--- config.mk ---
export PLATFORM = sky130hd
export DESIGN_NAME = ckde_ctrl
export DESIGN_NICKNAME = d
export VERILOG_FILES = /design/src/rtl/core/ckde_pkg.sv /design/src/rtl/core/ckde_ctrl.sv
export VERILOG_INCLUDE_DIRS = /design/src /design/src/rtl/core
export SDC_FILE = /design/constraint.sdc
export NUM_CORES = 1
export LEC_CHECK = 0
export BUFFER_PORTS_ARGS = -buffer_cell sky130_fd_sc_hd__clkbuf_2
export CAP_MARGIN = 20
export CORE_ASPECT_RATIO = 1.4
export CORE_MARGIN = 1.5
export CORE_UTILIZATION = 52
export CTS_BUF_LIST = sky130_fd_sc_hd__clkbuf_16
export DETAILED_ROUTE_END_ITERATION = 12
export PLACE_DENSITY_LB_ADDON = 0.25
export SLEW_MARGIN = 20
export SYNTH_ARGS = -nofsm -noshare
export SYNTH_HDL_FRONTEND = slang
export SYNTH_SLANG_ARGS = --single-unit
export TNS_END_PERCENT = 5
--- constraint.sdc ---
create_clock -name clk -period 2.9 [get_ports clk]
set_input_delay 0.29 -clock clk [delete_from_list [all_inputs] [get_ports clk]]
set_output_delay 0.29 -clock clk [all_outputs]
set_load 0.005 [all_outputs]
--- src/rtl/core/assert_macros.svh ---
// assertion macros for the column kinetic energy rtl
`ifndef ASSERT_MACROS_SVH
`define ASSERT_MACROS_SVH

// property must hold at every rising clock edge out of reset
`define CKDE_ASSERT(label, prop, msg) \
    label: assert property (@(posedge clk) disable iff (!rst_n) prop) \
        else $error(msg);

// condition must never be seen at a rising clock edge out of reset
`define CKDE_NEVER(label, cond, msg) \
    label: assert property (@(posedge clk) disable iff (!rst_n) !(cond)) \
        else $error(msg);

`endif

--- src/rtl/core/ckde_pkg.sv ---
// package: shared constants, codes and command/status types
`timescale 1ns / 1ps
package ckde_pkg;

    localparam int HALO_LEVELS = 1;
    localparam int LVL_W       = 7;
    localparam int DATA_W      = 64;

    // multiplier operand selections
    localparam logic [2:0] MUL_MX2     = 3'd0;
    localparam logic [2:0] MUL_MY2     = 3'd1;
    localparam logic [2:0] MUL_MZ2     = 3'd2;
    localparam logic [2:0] MUL_D_THIS  = 3'd3;
    localparam logic [2:0] MUL_D_BELOW = 3'd4;
    localparam logic [2:0] MUL_W2      = 3'd5;
    localparam logic [2:0] MUL_T_ABOVE = 3'd6;
    localparam logic [2:0] MUL_T_HERE  = 3'd7;

    // divider operand selections
    localparam logic DIV_H = 1'b0;
    localparam logic DIV_V = 1'b1;

    // kinds of result beat
    localparam logic [1:0] OUT_LEVEL = 2'd0;
    localparam logic [1:0] OUT_ZERO  = 2'd1;
    localparam logic [1:0] OUT_TOP   = 2'd2;

    typedef struct packed {
        logic             load_in;
        logic             acc_clear;
        logic             mul_start;
        logic [2:0]       mul_sel;
        logic             add_h;
        logic             div_start;
        logic             div_sel;
        logic             h_write;
        logic             v_write;
        logic             fault_set;
        logic             cap_vden;
        logic             out_load;
        logic [1:0]       out_kind;
        logic [LVL_W-1:0] out_level;
        logic             commit;
    } ckde_cmd_t;

    typedef struct packed {
        logic rho_zero;
        logic acc_zero;
        logic mul_busy;
        logic div_busy;
    } ckde_sts_t;

endpackage

--- src/rtl/core/ckde_ctrl.sv ---
// controller: level counter, config register, sequencing of the datapath
`timescale 1ns / 1ps
`include "assert_macros.svh"
module ckde_ctrl
    import ckde_pkg::*;
#(
    parameter int MAX_LEVELS = 128
)
(
    input  logic      clk,
    input  logic      rst_n,
    input  logic      cfg_we,
    input  logic [7:0] cfg_data,
    input  logic      in_valid,
    output logic      in_ready,
    output logic      out_valid,
    input  logic      out_ready,
    output ckde_cmd_t cmd,
    input  ckde_sts_t sts
);
    localparam int         LVL_CAP  = (MAX_LEVELS < 128) ? MAX_LEVELS : 128;
    localparam logic [7:0] LVL_CAP8 = 8'(LVL_CAP);
    localparam logic [7:0] HALO8    = 8'(HALO_LEVELS);

    localparam logic [4:0] S_IDLE   = 5'd0;
    localparam logic [4:0] S_H_CHK  = 5'd1;
    localparam logic [4:0] S_H_M1   = 5'd2;
    localparam logic [4:0] S_H_M2   = 5'd3;
    localparam logic [4:0] S_H_M3   = 5'd4;
    localparam logic [4:0] S_H_DIV  = 5'd5;
    localparam logic [4:0] S_H_WR   = 5'd6;
    localparam logic [4:0] S_V_CHK  = 5'd7;
    localparam logic [4:0] S_V_M1   = 5'd8;
    localparam logic [4:0] S_V_M2   = 5'd9;
    localparam logic [4:0] S_V_ZCHK = 5'd10;
    localparam logic [4:0] S_V_M3   = 5'd11;
    localparam logic [4:0] S_V_DIV  = 5'd12;
    localparam logic [4:0] S_V_WR   = 5'd13;
    localparam logic [4:0] S_T_CHK  = 5'd14;
    localparam logic [4:0] S_T_M1   = 5'd15;
    localparam logic [4:0] S_T_M2   = 5'd16;
    localparam logic [4:0] S_T_ADD  = 5'd17;
    localparam logic [4:0] S_OUT1   = 5'd18;
    localparam logic [4:0] S_TOPCHK = 5'd19;
    localparam logic [4:0] S_OUT2   = 5'd20;
    localparam logic [4:0] S_FIN    = 5'd21;
    localparam logic [4:0] S_WAIT   = 5'd22;

    logic [4:0]       state_reg, state_next;
    logic [4:0]       ret_reg,   ret_next;
    logic [LVL_W-1:0] cnt_reg,   cnt_next;
    logic [7:0]       cfg_reg;
    logic             out_valid_reg, out_valid_next;

    logic [7:0]       eff, top8, cnt8, lvl8;
    logic [LVL_W-1:0] lvl;
    logic             is_top, do_h, do_v, emit1, interior1, slot_free;

    // level bookkeeping from the counter and the clamped level count
    always_comb
    begin
        eff = cfg_reg;
        if (cfg_reg < 8'd4)
        begin
            eff = 8'd4;
        end
        else if (cfg_reg > LVL_CAP8)
        begin
            eff = LVL_CAP8;
        end
        top8      = eff - HALO8;
        cnt8      = {1'b0, cnt_reg};
        lvl       = cnt_reg - 7'd1;
        lvl8      = {1'b0, lvl};
        is_top    = (cnt8 >= top8);
        do_h      = !is_top && (cnt8 >= HALO8);
        do_v      = !is_top && (cnt8 >= HALO8 + 8'd1);
        emit1     = (cnt_reg != '0);
        interior1 = emit1 && (lvl8 >= HALO8) && (lvl8 < top8);
        slot_free = !out_valid_reg || out_ready;
    end

    // sequencer
    always_comb
    begin
        cmd        = '0;
        state_next = state_reg;
        ret_next   = ret_reg;
        cnt_next   = cnt_reg;
        in_ready   = 1'b0;
        case (state_reg)
            S_IDLE:
            begin
                in_ready = 1'b1;
                if (in_valid)
                begin
                    cmd.load_in = 1'b1;
                    state_next  = S_H_CHK;
                end
            end
            S_H_CHK:
            begin
                if (!do_h)
                begin
                    state_next = S_V_CHK;
                end
                else if (sts.rho_zero)
                begin
                    cmd.fault_set = 1'b1;
                    state_next    = S_V_CHK;
                end
                else
                begin
                    cmd.acc_clear = 1'b1;
                    state_next    = S_H_M1;
                end
            end
            S_H_M1:
            begin
                cmd.mul_start = 1'b1;
                cmd.mul_sel   = MUL_MX2;
                ret_next      = S_H_M2;
                state_next    = S_WAIT;
            end
            S_H_M2:
            begin
                cmd.mul_start = 1'b1;
                cmd.mul_sel   = MUL_MY2;
                ret_next      = S_H_M3;
                state_next    = S_WAIT;
            end
            S_H_M3:
            begin
                cmd.mul_start = 1'b1;
                cmd.mul_sel   = MUL_MZ2;
                ret_next      = S_H_DIV;
                state_next    = S_WAIT;
            end
            S_H_DIV:
            begin
                cmd.div_start = 1'b1;
                cmd.div_sel   = DIV_H;
                ret_next      = S_H_WR;
                state_next    = S_WAIT;
            end
            S_H_WR:
            begin
                cmd.h_write = 1'b1;
                state_next  = S_V_CHK;
            end
            S_V_CHK:
            begin
                if (!do_v)
                begin
                    state_next = S_T_CHK;
                end
                else
                begin
                    cmd.acc_clear = 1'b1;
                    state_next    = S_V_M1;
                end
            end
            S_V_M1:
            begin
                cmd.mul_start = 1'b1;
                cmd.mul_sel   = MUL_D_THIS;
                ret_next      = S_V_M2;
                state_next    = S_WAIT;
            end
            S_V_M2:
            begin
                cmd.mul_start = 1'b1;
                cmd.mul_sel   = MUL_D_BELOW;
                ret_next      = S_V_ZCHK;
                state_next    = S_WAIT;
            end
            S_V_ZCHK:
            begin
                if (sts.acc_zero)
                begin
                    cmd.fault_set = 1'b1;
                    state_next    = S_T_CHK;
                end
                else
                begin
                    cmd.cap_vden  = 1'b1;
                    cmd.acc_clear = 1'b1;
                    state_next    = S_V_M3;
                end
            end
            S_V_M3:
            begin
                cmd.mul_start = 1'b1;
                cmd.mul_sel   = MUL_W2;
                ret_next      = S_V_DIV;
                state_next    = S_WAIT;
            end
            S_V_DIV:
            begin
                cmd.div_start = 1'b1;
                cmd.div_sel   = DIV_V;
                ret_next      = S_V_WR;
                state_next    = S_WAIT;
            end
            S_V_WR:
            begin
                cmd.v_write = 1'b1;
                state_next  = S_T_CHK;
            end
            S_T_CHK:
            begin
                if (!emit1)
                begin
                    state_next = S_TOPCHK;
                end
                else if (!interior1)
                begin
                    state_next = S_OUT1;
                end
                else
                begin
                    cmd.acc_clear = 1'b1;
                    state_next    = S_T_M1;
                end
            end
            S_T_M1:
            begin
                cmd.mul_start = 1'b1;
                cmd.mul_sel   = MUL_T_ABOVE;
                ret_next      = S_T_M2;
                state_next    = S_WAIT;
            end
            S_T_M2:
            begin
                cmd.mul_start = 1'b1;
                cmd.mul_sel   = MUL_T_HERE;
                ret_next      = S_T_ADD;
                state_next    = S_WAIT;
            end
            S_T_ADD:
            begin
                cmd.add_h  = 1'b1;
                state_next = S_OUT1;
            end
            S_OUT1:
            begin
                if (slot_free)
                begin
                    cmd.out_load  = 1'b1;
                    cmd.out_kind  = interior1 ? OUT_LEVEL : OUT_ZERO;
                    cmd.out_level = lvl;
                    state_next    = S_TOPCHK;
                end
            end
            S_TOPCHK:
            begin
                state_next = is_top ? S_OUT2 : S_FIN;
            end
            S_OUT2:
            begin
                if (slot_free)
                begin
                    cmd.out_load  = 1'b1;
                    cmd.out_kind  = OUT_TOP;
                    cmd.out_level = cnt_reg;
                    state_next    = S_FIN;
                end
            end
            S_FIN:
            begin
                cmd.commit = 1'b1;
                cnt_next   = is_top ? '0 : cnt_reg + 7'd1;
                state_next = S_IDLE;
            end
            S_WAIT:
            begin
                if (!sts.mul_busy && !sts.div_busy)
                begin
                    state_next = ret_reg;
                end
            end
            default:
            begin
                state_next = S_IDLE;
            end
        endcase
    end

    // result valid: set on load, cleared when the beat is taken
    always_comb
    begin
        out_valid_next = out_valid_reg;
        if (cmd.out_load)
        begin
            out_valid_next = 1'b1;
        end
        else if (out_ready)
        begin
            out_valid_next = 1'b0;
        end
    end

    always_ff @(posedge clk or negedge rst_n)
    begin
        if (!rst_n)
        begin
            state_reg     <= S_IDLE;
            ret_reg       <= S_IDLE;
            cnt_reg       <= '0;
            cfg_reg       <= 8'd96;
            out_valid_reg <= 1'b0;
        end
        else
        begin
            state_reg     <= state_next;
            ret_reg       <= ret_next;
            cnt_reg       <= cnt_next;
            out_valid_reg <= out_valid_next;
            if (cfg_we)
            begin
                cfg_reg <= cfg_data;
            end
        end
    end

    assign out_valid = out_valid_reg;

    // checks
    `CKDE_ASSERT(a_mul_units_free, cmd.mul_start |-> (!sts.mul_busy && !sts.div_busy), "multiply started while an arithmetic unit is busy")
    `CKDE_ASSERT(a_out_slot_free, cmd.out_load |-> (!out_valid_reg || out_ready), "result register overwritten before its beat was taken")
    `CKDE_ASSERT(a_cnt_step, (state_reg == S_FIN) |=> (cnt_reg == '0 || cnt_reg == $past(cnt_reg) + 7'd1), "level counter moved by other than one step or a restart")
    `CKDE_NEVER(a_accept_idle_units, in_valid && in_ready && (sts.mul_busy || sts.div_busy), "beat accepted while an arithmetic unit is busy")

endmodule

# After elaboration in Yosys (flattened, before gate mapping)

Cells that the tools add are included.

Magnitude comparators: 7
Equal/unequal tests: 26
$add $sub $neg: 3
Reduce and logical (&&, ||, !) cells: 16
Muxes and demuxes: 43

Operators by type and width:

| cell                                                              | number |
|---|---|
| case mux 5 bit (13 select lines)                                  | 1 |
| case mux 5 bit (10 select lines)                                  | 1 |
| equality test 5 x 4 -> 1 bit, second input constant               | 8 |
| equality test 5 bit, second input constant                        | 7 |
| two-way mux 5 bit                                                 | 7 |
| case mux 4 bit (8 select lines)                                   | 1 |
| two-way mux 1 bit                                                 | 21 |
| equality test 5 x 3 -> 1 bit, second input constant               | 4 |
| two-way mux 10 bit                                                | 2 |
| case mux 10 bit (2 select lines)                                  | 1 |
| two-way mux 8 bit                                                 | 2 |
| greater-or-equal comparator 7 x 1 -> 1 bit, second input constant | 2 |
| equality test 5 x 2 -> 1 bit, second input constant               | 2 |
| nonzero test 10 bit                                               | 1 |
| OR reduction 10 bit                                               | 1 |
| two-way mux 3 bit                                                 | 3 |
| greater-or-equal comparator 7 x 8 -> 1 bit                        | 1 |
| > comparator 8 bit, second input constant                         | 1 |
| < comparator 7 x 8 -> 1 bit                                       | 1 |
| < comparator 8 x 3 -> 1 bit, second input constant                | 1 |
| != test 2 bit, second input constant                              | 4 |
| subtractor 8 x 1 -> 8 bit, second input constant                  | 1 |
| adder 7 x 1 -> 7 bit, second input constant                       | 1 |
| greater-or-equal comparator 7 x 2 -> 1 bit, second input constant | 1 |
| 13 further kinds                                                  | 20 |

Input port bits: 17
Word-level logic and storage cells: 100
Register bits: 26
Output and inout bits: 26

# Depth between registers and ports, before layout

Depth in word-level cells: 10
Gate-level depth with buffers: 13
Gate-level depth less buffers: 13

# Worst setup path after synthesis

Ideal clock, no wire load.

Kind: reg-to-output
Start: reg cfg_reg[5]
End: out cmd[22] (netlist name)
Buffers on the path: 0
Stages on the path, launching flop included: 13
Required time: 2610 ps
Arrival: 2690 ps
Setup slack: -80 ps
Cell sequence: dfstp_2 -> nor3_1 -> a21oi_1 -> nand2_1 -> ha_1 -> xnor2_1 -> ha_1 -> a21o_1 -> a31oi_1 -> o21ai_0 -> a311oi_4 -> o21ai_0 -> nand3b_1

RTL lines:

| item                     | RTL line         | text |
|---|---|---|
| start: declaration       | ckde_ctrl.sv:52  | `logic [7:0] cfg_reg;` |
| start signal: assignment | ckde_ctrl.sv:321 | `cfg_reg <= cfg_data;` |
| end: declaration         | ckde_ctrl.sv:18  | `output ckde_cmd_t cmd,` |

==> results summary <==
In the synthesized netlist the async set-or-reset flop fraction comes to 100%. The number of DRC violations after detailed-routing iteration 0 came out at 260. The synthesis-to-layout area growth came out at 25.0%.

The count of flip-flops with a built-in enable after synthesis came out at 0. Port buffering added 42 buffers. The clock passes through at most 2 buffers. The CTS H-tree depth came out at 1. The arrival time of data at the critical path endpoint is 2.88 ns. The filler-free cell count of the finished design is 481.

The via count is 2979. The worst setup path is captured at an output pin. The floorplan step defined a die boundary enclosing 5630 µm².

The max-slew violation count was 0. The remaining number of nets flagged by the antenna check after routing is 0. The total core area is 4920 µm². Including well taps, the total number of placed cells is 472.

The min-delay analysis places its worst path in the category input port to asynchronous set/reset pin. By instance count, the leading cell after synthesis is sky130_fd_sc_hd__nor2_1. The number of maximum-capacitance violations came out at 0. In the final routed layout, each cell accounts on average for 16.7 µm. The portion of the clock cycle consumed by the worst path in the final layout came out at 109%. The proportion of netlist area held by the largest area contributor is 22.3%. The half-perimeter wire length after placement is 5.96 mm. The count of TritonRoute iterations in the first routing pass came out at 5. The category of the worst setup path launch point is a flip-flop. The flow ran to the end, but the final reports show violations. Setup violations remaining at the end of the flow were counted as 3.

The setup slack after placement is -0.140 ns. The sequential fraction of the synthesis area is 24.2%. The DRC violation count after routing came out at 0. The I/O pin total is 43. The standby leakage power came out at 1.54 nW. The number of buffers added by the clock tree synthesis step is 3. The maximum clock skew at final layout is 0.00283 ns. The worst register-to-register path ends at state_reg[0]. After global routing the overflow that remains totals 0.

The setup slack on the worst flop-to-flop path is 0.01 ns. The starting utilization of the core area is 54.8%. The average cell area after synthesis is 7.57 µm².

The final reports fail on setup timing. After synthesis, the cell types taking the most area are sky130_fd_sc_hd__dfrtp_1, sky130_fd_sc_hd__ha_1, sky130_fd_sc_hd__nor2_1, sky130_fd_sc_hd__o21ai_0, sky130_fd_sc_hd__a21oi_1. The number of nets in the layout is 453.

The mean number of vias per cell came out at 6.19. Setup repair after global routing could not meet its margin everywhere. The root buffer cell chosen for the clock tree is sky130_fd_sc_hd__clkbuf_16. For this block, the routed nets add up to 8.03 mm of wire.

The insertion delay of the later-clocked pin in the worst-skew pair is 0.26 ns. The width of the die is 63.9 µm. The register with the most flip-flops in the layout has 8 of them. Counting every net in the synthesized netlist gives 391. Timing would allow up to 316 MHz. The synthesized design spends more area on one cell type than any other, namely sky130_fd_sc_hd__dfrtp_1.

Cells with a size suffix above 1 make up 28.8% of the layout. The number of antenna violations at the first check in global routing came out at 0. The power density over cell area is 927 nW/µm².

In this run the tightest slew margin relative to its limit is 49.5%. For this run, the leading register cell type out of synthesis is sky130_fd_sc_hd__dfrtp_1. The maximum number of pins on one net before global-route repair came out at 27.

The cts-stage hold buffer count is 0. The core occupancy in the finished layout is 68.5%. The number of instances in the synthesized netlist came out at 356. The tightest hold path in the finished design has a slack of 0.0536 ns.

For the finished layout, the period the worst path requires is 3.17 ns. The maximum fanout encountered on the critical timing path came out at 4. The number of distinct library cells after synthesis came out at 65. The worst supply voltage drop on vdd came out at 0.513 mV. The source of the worst register-to-register timing path is cfg_reg[6]. The routability-driven placement congestion ratio is 1.01. The clock sink count is 26. The endpoint required time on the critical path came out at 2.61 ns. After synthesis, the most frequently instantiated cells are sky130_fd_sc_hd__nor2_1, sky130_fd_sc_hd__nand2_1, sky130_fd_sc_hd__o21ai_0, sky130_fd_sc_hd__a21oi_1, sky130_fd_sc_hd__dfrtp_1. The worst-case setup margin in the final layout is -0.265 ns. The clock tree from TritonCTS is done.

The number of flip-flops and latches in the synthesized netlist is 26. The clock-pin transition on the worst setup and hold timing paths came out at 0.07 ns. The row count is 30.

The total number of yosys warnings is 0. The first global-routing pass estimated 12.9 mm of wire. The via count of the first global-routing pass is 2871. The critical path is of the flip-flop to output pin type. The worst reg-to-reg path cell count came out at 13. The number of hold-slack violations in the final timing report came to 0. 0 antenna diodes ended up in the layout. The overall die height is 88.2 µm. For the pin with the worst max-slew slack, the measured transition is 0.749 ns. In this run the cell area of the synthesized design comes to 2700 µm². The overall power consumption is 3.12 mW.

The global-route usage over all layers came out at 28.7%.
[metal layers]
layer,vias to the layer above,part of all wire [%],global-route usage [%]
met5,-,0,0
met4,0,3.0,11.5
met3,20,4.4,2.83
met2,113,53,54.5
met1,1421,40,32.4
li1,1425,-,-
[critical path: stages, from the launching register on]
cell and delay, ns:
sky130_fd_sc_hd__dfstp_2 0.56, sky130_fd_sc_hd__nor3_4 0.05, sky130_fd_sc_hd__a21oi_2 0.17, sky130_fd_sc_hd__nand2_2 0.10, sky130_fd_sc_hd__ha_4 0.19, sky130_fd_sc_hd__xnor2_2 0.14
sky130_fd_sc_hd__ha_1 0.32, sky130_fd_sc_hd__a21o_1 0.17, sky130_fd_sc_hd__a31oi_2 0.17, sky130_fd_sc_hd__o21ai_2 0.10, sky130_fd_sc_hd__a311oi_4 0.29, sky130_fd_sc_hd__nand3_1 0.11
sky130_fd_sc_hd__o21ai_1 0.09, sky130_fd_sc_hd__buf_2 0.13
[worst max path at each step]
stage / startpoint / endpoint / slack, ns / cells past startpoint
after floorplan: cfg_reg[5] / cmd[22] / 0.02 / 12
after global placement: cfg_reg[5] / cmd[12] / -0.07 / 13
after detailed placement: cfg_reg[4] / cmd[12] / -0.14 / 13
after CTS: cfg_reg[4] / cmd[12] / -0.29 / 13
after global routing: cfg_reg[6] / cmd[22] / -0.39 / 13
final: cfg_reg[6] / cmd[12] / -0.27 / 13
[layout make-up]
cell class,instances,area [µm²]
clock buffer,3,75.1
clock inverter,1,3.75
inverter,19,71.3
tap,64,80.1
fill,422,1550
multi-input combinational,290,2000
timing repair buffer,78,484
sequential,26,653
[power breakdown]
part	switching (mW)	internal [mW]
clock	0.133	0.185
combinational	1.19	0.978
sequential	0.180	0.453
[cells in the final DEF (no fill, tap or decap), types with 6 or more instances in the layout]
cell type and instances:
sky130_fd_sc_hd__clkbuf_2 41, sky130_fd_sc_hd__mux2_2 6, sky130_fd_sc_hd__o21ai_1 7, sky130_fd_sc_hd__nor3_1 18, sky130_fd_sc_hd__nor4_1 6, sky130_fd_sc_hd__nand3_1 8
sky130_fd_sc_hd__ha_1 16, sky130_fd_sc_hd__inv_1 18, sky130_fd_sc_hd__dfrtp_1 24, sky130_fd_sc_hd__nand2b_1 9, sky130_fd_sc_hd__xnor2_1 7, sky130_fd_sc_hd__nor2_1 38
sky130_fd_sc_hd__o21ai_0 26, sky130_fd_sc_hd__nand2_1 29, sky130_fd_sc_hd__nor2b_1 6, sky130_fd_sc_hd__buf_4 35, sky130_fd_sc_hd__a21oi_1 20
[cell families after synthesis]
group	after synthesis	share of synthesized area, %
AO/OA/AOI/OAI	107	26.3
XOR/XNOR	13	4.22
adder cells (fa/ha/maj)	18	8.35
buffers and inverters	40	6.17
flip-flops	26	24.2
multiplexers	7	2.88
AND/OR/NAND/NOR	145	27.9
[repair_timing]
item | CTS | global route
buffers inserted | 1 | 4
setup endpoints to repair | 12 | 14
pin swaps | 2 | 15
gates resized for setup | 8 | 18
[through the flow]
step / area, µm² / TNS (ns)
global route: 3370 / -1.41
finish: 3370 / -0.701
global placement: 3130 / -0.177
CTS: 3260 / -0.790
floorplan: 2700 / 0
detailed placement: 3130 / -0.645
(Power assumes the default switching activity.)
